### src/design/rcfd_pkg.sv
// Shared types, constants and helpers for the remote-control frame decoder.
`default_nettype none
package rcfd_pkg;

  localparam int unsigned CH_W  = 11;
  localparam int unsigned AX_W  = 16;
  localparam int unsigned DB_W  = 10;
  localparam int unsigned CNT_W = 8;
  localparam int unsigned SW_W  = 4;
  localparam int unsigned CFG_IDX_W = 2;
  localparam int unsigned CFG_DATA_W = 16;

  localparam logic [CH_W-1:0]  CENTER       = 11'd1024;
  localparam logic [SW_W-1:0]  SW_RESET     = 4'hB;
  localparam logic [CNT_W-1:0] CNT_MAX      = 8'hFF;
  localparam logic [7:0]       PRESS_CODE   = 8'd1;

  localparam logic [DB_W-1:0]       DEADBAND_RST     = 10'd10;
  localparam logic [CFG_DATA_W-1:0] JUMP_LIMIT_RST   = 16'd150;
  localparam logic [CNT_W-1:0]      STUCK_LIMIT_RST  = 8'd50;
  localparam logic [CNT_W-1:0]      PRESS_FRAMES_RST = 8'd6;

  typedef enum logic [CFG_IDX_W-1:0] {
    CFG_DEADBAND     = 2'd0,
    CFG_JUMP_LIMIT   = 2'd1,
    CFG_STUCK_LIMIT  = 2'd2,
    CFG_PRESS_FRAMES = 2'd3
  } cfg_idx_t;

  // Unpacked frame, channels already snapped
  typedef struct packed {
    logic            accepted;
    logic [CH_W-1:0] ch0;
    logic [CH_W-1:0] ch1;
    logic [CH_W-1:0] ch2;
    logic [CH_W-1:0] ch3;
    logic [SW_W-1:0] switches;
    logic [AX_W-1:0] mouse_x;
    logic [AX_W-1:0] mouse_y;
    logic [AX_W-1:0] mouse_z;
    logic [7:0]      press_byte;
    logic            right;
    logic [AX_W-1:0] keys;
  } rcfd_frame_t;

  // Held values shown on the result channel
  typedef struct packed {
    logic [CH_W-1:0] ch0;
    logic [CH_W-1:0] ch1;
    logic [CH_W-1:0] ch2;
    logic [CH_W-1:0] ch3;
    logic [SW_W-1:0] switches;
    logic [AX_W-1:0] mouse_x;
    logic [AX_W-1:0] mouse_y;
    logic [AX_W-1:0] mouse_z;
    logic            left;
    logic            right;
    logic [AX_W-1:0] keys;
  } rcfd_held_t;

  function automatic logic [CH_W-1:0] snap(input logic [CH_W-1:0] ch,
                                           input logic [DB_W-1:0] db);
    logic [CH_W-1:0] span;
    span = ch[CH_W-1] ? (ch - CENTER) : (CENTER - ch);
    return (span > {1'b0, db}) ? ch : CENTER;
  endfunction

endpackage
`default_nettype wire

### src/design/rcfd_unpack.sv
// Frame field extraction, button-byte check and stick deadband.
`default_nettype none
module rcfd_unpack
  import rcfd_pkg::*;
(
  input  wire logic [63:0]     frame_lo,
  input  wire logic [63:0]     frame_hi,
  input  wire logic [DB_W-1:0] deadband,
  output rcfd_frame_t          frame
);

  logic [7:0] b [16];

  always_comb begin
    for (int i = 0; i < 8; i++) begin
      b[i]     = frame_lo[8*i +: 8];
      b[i + 8] = frame_hi[8*i +: 8];
    end
  end

  always_comb begin
    frame.accepted   = (b[12][7:1] == 7'd0) && (b[13][7:1] == 7'd0);
    frame.ch0        = snap({b[1][2:0], b[0]}, deadband);
    frame.ch1        = snap({b[2][5:0], b[1][7:3]}, deadband);
    frame.ch2        = snap({b[4][0], b[3], b[2][7:6]}, deadband);
    frame.ch3        = snap({b[5][3:0], b[4][7:1]}, deadband);
    frame.switches   = b[5][7:4];
    frame.mouse_x    = {b[7], b[6]};
    frame.mouse_y    = {b[9], b[8]};
    frame.mouse_z    = {b[11], b[10]};
    frame.press_byte = b[12];
    frame.right      = b[13][0];
    frame.keys       = {b[15], b[14]};
  end

endmodule
`default_nettype wire

### src/design/rcfd_state.sv
// Held frame state with mouse Y glitch/stuck filter and left-press counter.
`default_nettype none
module rcfd_state
  import rcfd_pkg::*;
(
  input  wire logic                  clk,
  input  wire logic                  rst_n,
  input  wire logic                  load,
  input  wire rcfd_frame_t           frame,
  input  wire logic [CFG_DATA_W-1:0] jump_limit,
  input  wire logic [CNT_W-1:0]      stuck_limit,
  input  wire logic [CNT_W-1:0]      press_frames,
  output rcfd_held_t                 held
);

  rcfd_held_t       held_r, held_nxt;
  logic [CNT_W-1:0] repeat_r, repeat_nxt;
  logic [CNT_W-1:0] press_r, press_nxt;

  logic signed [AX_W:0] diff;
  logic [AX_W:0]        adiff;
  logic [AX_W-1:0]      y_glitch;
  logic [CNT_W-1:0]     repeat_step;

  always_comb begin
    diff  = $signed({frame.mouse_y[AX_W-1], frame.mouse_y})
          - $signed({held_r.mouse_y[AX_W-1], held_r.mouse_y});
    adiff = diff[AX_W] ? (~diff + 1'b1) : diff;
    y_glitch = (adiff > {1'b0, jump_limit}) ? held_r.mouse_y : frame.mouse_y;

    repeat_step = repeat_r;
    if ((y_glitch == held_r.mouse_y) && (y_glitch != '0) && (repeat_r != CNT_MAX)) begin
      repeat_step = repeat_r + 1'b1;
    end

    held_nxt   = held_r;
    repeat_nxt = repeat_step;
    press_nxt  = press_r;

    held_nxt.ch0      = frame.ch0;
    held_nxt.ch1      = frame.ch1;
    held_nxt.ch2      = frame.ch2;
    held_nxt.ch3      = frame.ch3;
    held_nxt.switches = frame.switches;
    held_nxt.mouse_x  = frame.mouse_x;
    held_nxt.mouse_z  = frame.mouse_z;
    held_nxt.right    = frame.right;
    held_nxt.keys     = frame.keys;
    held_nxt.mouse_y  = y_glitch;

    if (repeat_step > stuck_limit) begin
      repeat_nxt       = '0;
      held_nxt.mouse_y = '0;
    end

    if (frame.press_byte == PRESS_CODE) begin
      if (press_r != CNT_MAX) begin
        press_nxt = press_r + 1'b1;
      end
    end else begin
      press_nxt = '0;
    end
    held_nxt.left = (press_nxt > press_frames);
  end

  always_ff @(posedge clk) begin
    if (!rst_n) begin
      held_r.ch0      <= CENTER;
      held_r.ch1      <= CENTER;
      held_r.ch2      <= CENTER;
      held_r.ch3      <= CENTER;
      held_r.switches <= SW_RESET;
      held_r.mouse_x  <= '0;
      held_r.mouse_y  <= '0;
      held_r.mouse_z  <= '0;
      held_r.left     <= 1'b0;
      held_r.right    <= 1'b0;
      held_r.keys     <= '0;
      repeat_r        <= '0;
      press_r         <= '0;
    end else if (load && frame.accepted) begin
      held_r   <= held_nxt;
      repeat_r <= repeat_nxt;
      press_r  <= press_nxt;
    end
  end

  assign held = held_r;

endmodule
`default_nettype wire

### src/design/rc_frame_decode_filter.sv
// Top level: input stage, config registers, result stage of the frame decoder.
//
// Usage:
//   Input channel (in_valid/in_ready) carries one 16-byte frame per beat as
//   in_frame_lo (bytes 0..7) and in_frame_hi (bytes 8..15).
//   Result channel (out_valid/out_ready) returns one beat per frame: the
//   accept flag and the held stick, switch, mouse, button and key values.
//   A rejected frame still yields a beat with out_frame_accepted low and
//   the previously held values.
//   Throughput: one frame per cycle with out_ready high, set by the single
//   pass from the input register through decode and filter into the
//   held-value register.
//   Stall: with out_ready low the result beat holds; an empty input register
//   still takes one more frame, then in_ready drops until the result leaves.
//   Reset (rst_n low, synchronous): both stages empty, configuration back to
//   deadband 10, jump limit 150, stuck limit 50, press frames 6; sticks at
//   1024, switches left down / right mid, all other held values zero.
//   cfg_we writes cfg_wdata into register cfg_index at once; write only
//   while no frame is in flight.
`default_nettype none
module rc_frame_decode_filter
  import rcfd_pkg::*;
(
  input  wire logic                  clk,
  input  wire logic                  rst_n,
  input  wire logic                  cfg_we,
  input  wire logic [CFG_IDX_W-1:0]  cfg_index,
  input  wire logic [CFG_DATA_W-1:0] cfg_wdata,
  input  wire logic                  in_valid,
  output      logic                  in_ready,
  input  wire logic [63:0]           in_frame_lo,
  input  wire logic [63:0]           in_frame_hi,
  output      logic                  out_valid,
  input  wire logic                  out_ready,
  output      logic                  out_frame_accepted,
  output      logic [CH_W-1:0]       out_stick_ch0,
  output      logic [CH_W-1:0]       out_stick_ch1,
  output      logic [CH_W-1:0]       out_stick_ch2,
  output      logic [CH_W-1:0]       out_stick_ch3,
  output      logic [SW_W-1:0]       out_switch_bits,
  output      logic signed [AX_W-1:0] out_mouse_x,
  output      logic signed [AX_W-1:0] out_mouse_y,
  output      logic signed [AX_W-1:0] out_mouse_z,
  output      logic                  out_left_held,
  output      logic                  out_right_button,
  output      logic [AX_W-1:0]       out_key_bits
);

  logic [DB_W-1:0]       deadband_r;
  logic [CFG_DATA_W-1:0] jump_limit_r;
  logic [CNT_W-1:0]      stuck_limit_r;
  logic [CNT_W-1:0]      press_frames_r;

  logic        in_valid_r;
  logic [63:0] frame_lo_r;
  logic [63:0] frame_hi_r;
  logic        out_valid_r;
  logic        accepted_r;
  logic        advance;

  rcfd_frame_t frame;
  rcfd_held_t  held;

  always_ff @(posedge clk) begin
    if (!rst_n) begin
      deadband_r     <= DEADBAND_RST;
      jump_limit_r   <= JUMP_LIMIT_RST;
      stuck_limit_r  <= STUCK_LIMIT_RST;
      press_frames_r <= PRESS_FRAMES_RST;
    end else if (cfg_we) begin
      unique case (cfg_idx_t'(cfg_index))
        CFG_DEADBAND:     deadband_r     <= cfg_wdata[DB_W-1:0];
        CFG_JUMP_LIMIT:   jump_limit_r   <= cfg_wdata;
        CFG_STUCK_LIMIT:  stuck_limit_r  <= cfg_wdata[CNT_W-1:0];
        CFG_PRESS_FRAMES: press_frames_r <= cfg_wdata[CNT_W-1:0];
        default: ;
      endcase
    end
  end

  assign advance  = in_valid_r && (!out_valid_r || out_ready);
  assign in_ready = !in_valid_r || advance;

  always_ff @(posedge clk) begin
    if (!rst_n) begin
      in_valid_r <= 1'b0;
    end else if (in_ready) begin
      in_valid_r <= in_valid;
    end
  end

  always_ff @(posedge clk) begin
    if (in_valid && in_ready) begin
      frame_lo_r <= in_frame_lo;
      frame_hi_r <= in_frame_hi;
    end
  end

  always_ff @(posedge clk) begin
    if (!rst_n) begin
      out_valid_r <= 1'b0;
    end else if (advance) begin
      out_valid_r <= 1'b1;
    end else if (out_ready) begin
      out_valid_r <= 1'b0;
    end
  end

  always_ff @(posedge clk) begin
    if (advance) begin
      accepted_r <= frame.accepted;
    end
  end

  rcfd_unpack u_unpack (
    .frame_lo (frame_lo_r),
    .frame_hi (frame_hi_r),
    .deadband (deadband_r),
    .frame    (frame)
  );

  rcfd_state u_state (
    .clk          (clk),
    .rst_n        (rst_n),
    .load         (advance),
    .frame        (frame),
    .jump_limit   (jump_limit_r),
    .stuck_limit  (stuck_limit_r),
    .press_frames (press_frames_r),
    .held         (held)
  );

  assign out_valid          = out_valid_r;
  assign out_frame_accepted = accepted_r;
  assign out_stick_ch0      = held.ch0;
  assign out_stick_ch1      = held.ch1;
  assign out_stick_ch2      = held.ch2;
  assign out_stick_ch3      = held.ch3;
  assign out_switch_bits    = held.switches;
  assign out_mouse_x        = held.mouse_x;
  assign out_mouse_y        = held.mouse_y;
  assign out_mouse_z        = held.mouse_z;
  assign out_left_held      = held.left;
  assign out_right_button   = held.right;
  assign out_key_bits       = held.keys;

  a_advance_fills: assert property (@(posedge clk) disable iff (!rst_n)
    advance |=> out_valid)
    else $error("processed frame produced no result beat");

  a_reject_holds: assert property (@(posedge clk) disable iff (!rst_n)
    (advance && !frame.accepted) |=> ($stable(out_key_bits) && $stable(out_mouse_y)
                                      && !out_frame_accepted))
    else $error("rejected frame changed held state");

  a_stall_only: assert property (@(posedge clk) disable iff (!rst_n)
    !in_ready |-> (in_valid_r && out_valid_r && !out_ready))
    else $error("input stalled without a full pipe");

endmodule
`default_nettype wire

### config.mk
export PLATFORM = sky130hd
export DESIGN_NAME = rc_frame_decode_filter
export DESIGN_NICKNAME = d
export VERILOG_FILES = /design/src/design/rcfd_pkg.sv /design/src/design/rcfd_unpack.sv /design/src/design/rcfd_state.sv /design/src/design/rc_frame_decode_filter.sv
export SDC_FILE = /design/constraint.sdc
export NUM_CORES = 1
export LEC_CHECK = 0
export BUFFER_PORTS_ARGS = -buffer_cell sky130_fd_sc_hd__buf_2
export CELL_PAD_IN_SITES_DETAIL_PLACEMENT = 2
export CELL_PAD_IN_SITES_GLOBAL_PLACEMENT = 2
export CORE_ASPECT_RATIO = 0.75
export CORE_MARGIN = 1.5
export CORE_UTILIZATION = 37
export DETAILED_ROUTE_END_ITERATION = 10
export PLACE_DENSITY_LB_ADDON = 0.1
export SLEW_MARGIN = 20
export SYNTH_ARGS = -nofsm -noshare
export SYNTH_HDL_FRONTEND = slang
export SYNTH_SLANG_ARGS = --single-unit
### constraint.sdc
create_clock -name clk -period 17.9 [get_ports clk]
set_input_delay 0 -clock clk [delete_from_list [all_inputs] [get_ports clk]]
set_output_delay 0 -clock clk [all_outputs]
set_load 0.1 [all_outputs]
==> flow_summary.json <==
{
  "antenna_found_initial": 2,
  "drc": 0,
  "syn_area_per_cell_um2": 9.75,
  "crit_fanout": 24,
  "slowest_delay_ns": 0.63,
  "ys_warn_count": 0,
  "routedWlPerCell_um": 22.2,
  "port_buffers": 267,
  "grt_max_degree": 82,
  "critical_path_class": "reg2reg",
  "synth_area_leaders": "edfxtp_1 27%, dfxtp_1 24%, ha_1 8.3%, nand2_1 6.3%, a21oi_1 5.4%",
  "r2r_setup_slack_ns": 10.12,
  "cp_slowest_cell": "and2_1",
  "synth_area_um2": 14300,
  "die_height_um": 173,
  "hold_violations": 0,
  "cts_buffers": 35,
  "cts.sinks": 303,
  "synthMostInstantiatedCell": "nand2_1",
  "worst_setup_path_end_kind": "flip-flop",
  "drv_cap": 0,
  "clk_pin_slew_ns": 0.06,
  "stdcell_count": 2416,
  "r2r_end": "u_state.held[46]",
  "start_kind": "flip-flop",
  "fillerInstances": 4011,
  "yosysTopAreaCell": "edfxtp_1",
  "ys_top_cells_by_count": "240 x nand2_1, 174 x dfxtp_1, 153 x a21oi_1",
  "netlist.area_leader.share_pct": 27.1,
  "wl_met3_um": 2540,
  "holdPathStages": 3,
  "skew_ns": 0.0200,
  "synth_seq_cells": 303,
  "pin_count": 268,
  "num_vias": 12772,
  "min_to": "deadband_r[3]",
  "rows": 62,
  "seq_area_frac_synth_pct": 51.5,
  "dieArea_um2": 39800,
  "grt_overflow": 0,
  "power.leakage_uw": 0.00770,
  "vias_per_cell": 5.29,
  "fin_crit_sh_pct": 43.5,
  "synth_edf_count": 129,
  "vdd_drop_max_v": 0.0000819,
  "ys_types": 69,
  "grt_pass1_wl_um": 83400,
  "synth_cells": 1466,
  "die_w_um": 230,
  "setup_viol": 0,
  "core_um2": 38200,
  "clk_latency_ns": 0.54,
  "final_util_pct": 49.4,
  "drt-initial-drc-count": 642,
  "htree_levels": 2,
  "r2r_cells": 32,
  "tightest_slew_ns": 1.01,
  "dr.max_layer_used": "met4",
  "slew_violations": 0,
  "timing.setup.tns_ns": 0,
  "grt_pass1_vias": 14409,
  "initial_core_util_pct": 37.5,
  "p_per_area_nw_per_um2": 90.9,
  "total_power_uw": 1710,
  "root_buffer": "clkbuf_16",
  "wl_met2_um": 26000,
  "outcome": "finished, final reports clean",
  "drive_above_1_share_pct": 18.3,
  "critical_path_arrival_ns": 8.24,
  "r2r-start": "frame_hi_r[0]",
  "timing.slew.headroom_pct": 32.7,
  "cts_tree": "done",
  "place_congestion": 0.821,
  "critPathRequiredTime_ns": 18.35,
  "clock_path_buffers": 3,
  "max_freq_mhz": 128,
  "multiInputGateArea_um2": 6420,
  "hold_class": "in2reg",
  "seqCellArea_um2": 7360,
  "dp_cells": 2196,
  "syn-num-nets": 1713,
  "first_pass_iters": 5,
  "ys.flop_type": "dfxtp_1",
  "hold_path.startpoint": "cfg_we",
  "rsz0062_at_grt": "false",
  "nets": 2122,
  "period_needed_ns": 7.78,
  "hpwl_um": 33900,
  "ant_nets": 0,
  "syn_to_final_growth_pct": 31.8,
  "totalWireLength_um": 53600,
  "ys_async_sr_fraction_pct": 0,
  "wl_met1_um": 24000,
  "grt.total_usage_pct": 26.8
}
## sequential cells by signal, indices dropped and copies added (netlist names)
name	cells
u_state.held	114
u_state.press_r	8
out_valid	1
u_state.repeat_r	8
stuck_limit_r	8
frame_lo_r	64
in_valid_r	1
frame_hi_r	64
deadband_r	10
press_frames_r	8
out_frame_accepted	1
jump_limit_r	16
## area by class of cell
| cell class | count | share of cell area (%) |
|---|---|---|
| tap | 512 | 3.40 |
| clock inverter | 14 | 0.757 |
| inverter | 82 | 1.65 |
| clock buffer | 50 | 5.45 |
| sequential | 303 | 39.0 |
| antenna | 2 | 0.0266 |
| timing repair buffer | 429 | 15.6 |
| multi-input combinational | 1024 | 34.1 |
## metrics by stage
stage / hold slack (ns) / instance area (um2) / setup WS (ns)
after floorplan: 0.0989 / 14300 / 10.46
after global placement: 0.176 / 16100 / 10.59
after detailed placement: 0.178 / 16100 / 10.23
after CTS: 0.00621 / 18800 / 10.11
after global routing: 0.0275 / 18800 / 9.42
final: 0.0156 / 18800 / 10.12
## critical path: cells and delay by family (launching register included)
kind	cells	cell delay [ns]
AOI/OAI and AO/OA	15	2.95
buffers and inverters	1	0.07
DFF	1	0.41
xor gates and xnor gates	1	0.17
and+or+nand+nor	9	2.16
adders and majority gates	4	1.20
muxes	2	0.76
## worst max-delay path by stage
stage | endpoint | slack (ns) | startpoint
after floorplan | u_state.repeat_r[7] | 10.46 | u_state.held[37]
after global placement | u_state.held[35] | 10.59 | frame_hi_r[0]
final | u_state.held[46] | 10.12 | frame_hi_r[0]
after CTS | u_state.repeat_r[7] | 10.11 | frame_hi_r[0]
after global routing | u_state.held[46] | 9.42 | frame_hi_r[0]
after detailed placement | u_state.held[46] | 10.23 | frame_hi_r[0]
## power by group
group / internal, uW / switching [uW] / leakage [uW]
registers: 746 / 19.8 / 0.00267
logic: 91.1 / 109 / 0.00447
clock network: 432 / 316 / 0.000561
total: 1270 / 444 / 0.00770
## timing repair
item,4_1_cts,5_1_grt
hold buffers,154,0
hold endpoints to repair,174,0
gates resized for setup,0,0
setup endpoints to repair,0,0
setup buffers,0,0
## routing by layer
metal	global-route usage [%]	vias up
met5	0	-
met2	45.7	272
li1	-	5996
met3	4.97	71
met4	7.11	0
met1	34.8	6433
## layout by cell type (no fill, tap or decap), types with 4 or more instances in the layout
cell           count
a211oi_1           4
a21o_1            14
a21oi_1          153
a22o_1            19
a22oi_1           22
a31oi_1            8
and3_1             9
buf_2            267
buf_4              8
clkbuf_1           9
clkbuf_16         38
dfxtp_1          174
dlygate4sd3_1    154
edfxtp_1         129
ha_1              95
inv_1             81
mux2_2             5
mux2i_1            4
nand2_1          239
nand2b_1           9
nand3_1           52
nand4_1           21
nor2_1           107
nor2b_1           13
nor3_1            22
nor4_1            17
o211a_1            6
o211ai_1          11
o21a_1            23
o21ai_0           19
or2_2              4
or3_1              5
or4_1              6
xnor2_1           41
xor2_1            43
## cell families after synthesis
kind of cell / share of synthesized area, %
muxes: 0.779
buffers and inverters: 3.78
adders and majority gates: 8.46
xor gates and xnor gates: 5.15
AOI/OAI and AO/OA: 14.3
and+or+nand+nor: 16.1
DFF: 51.5
No activity file was read; power rests on OpenSTA's default activity.
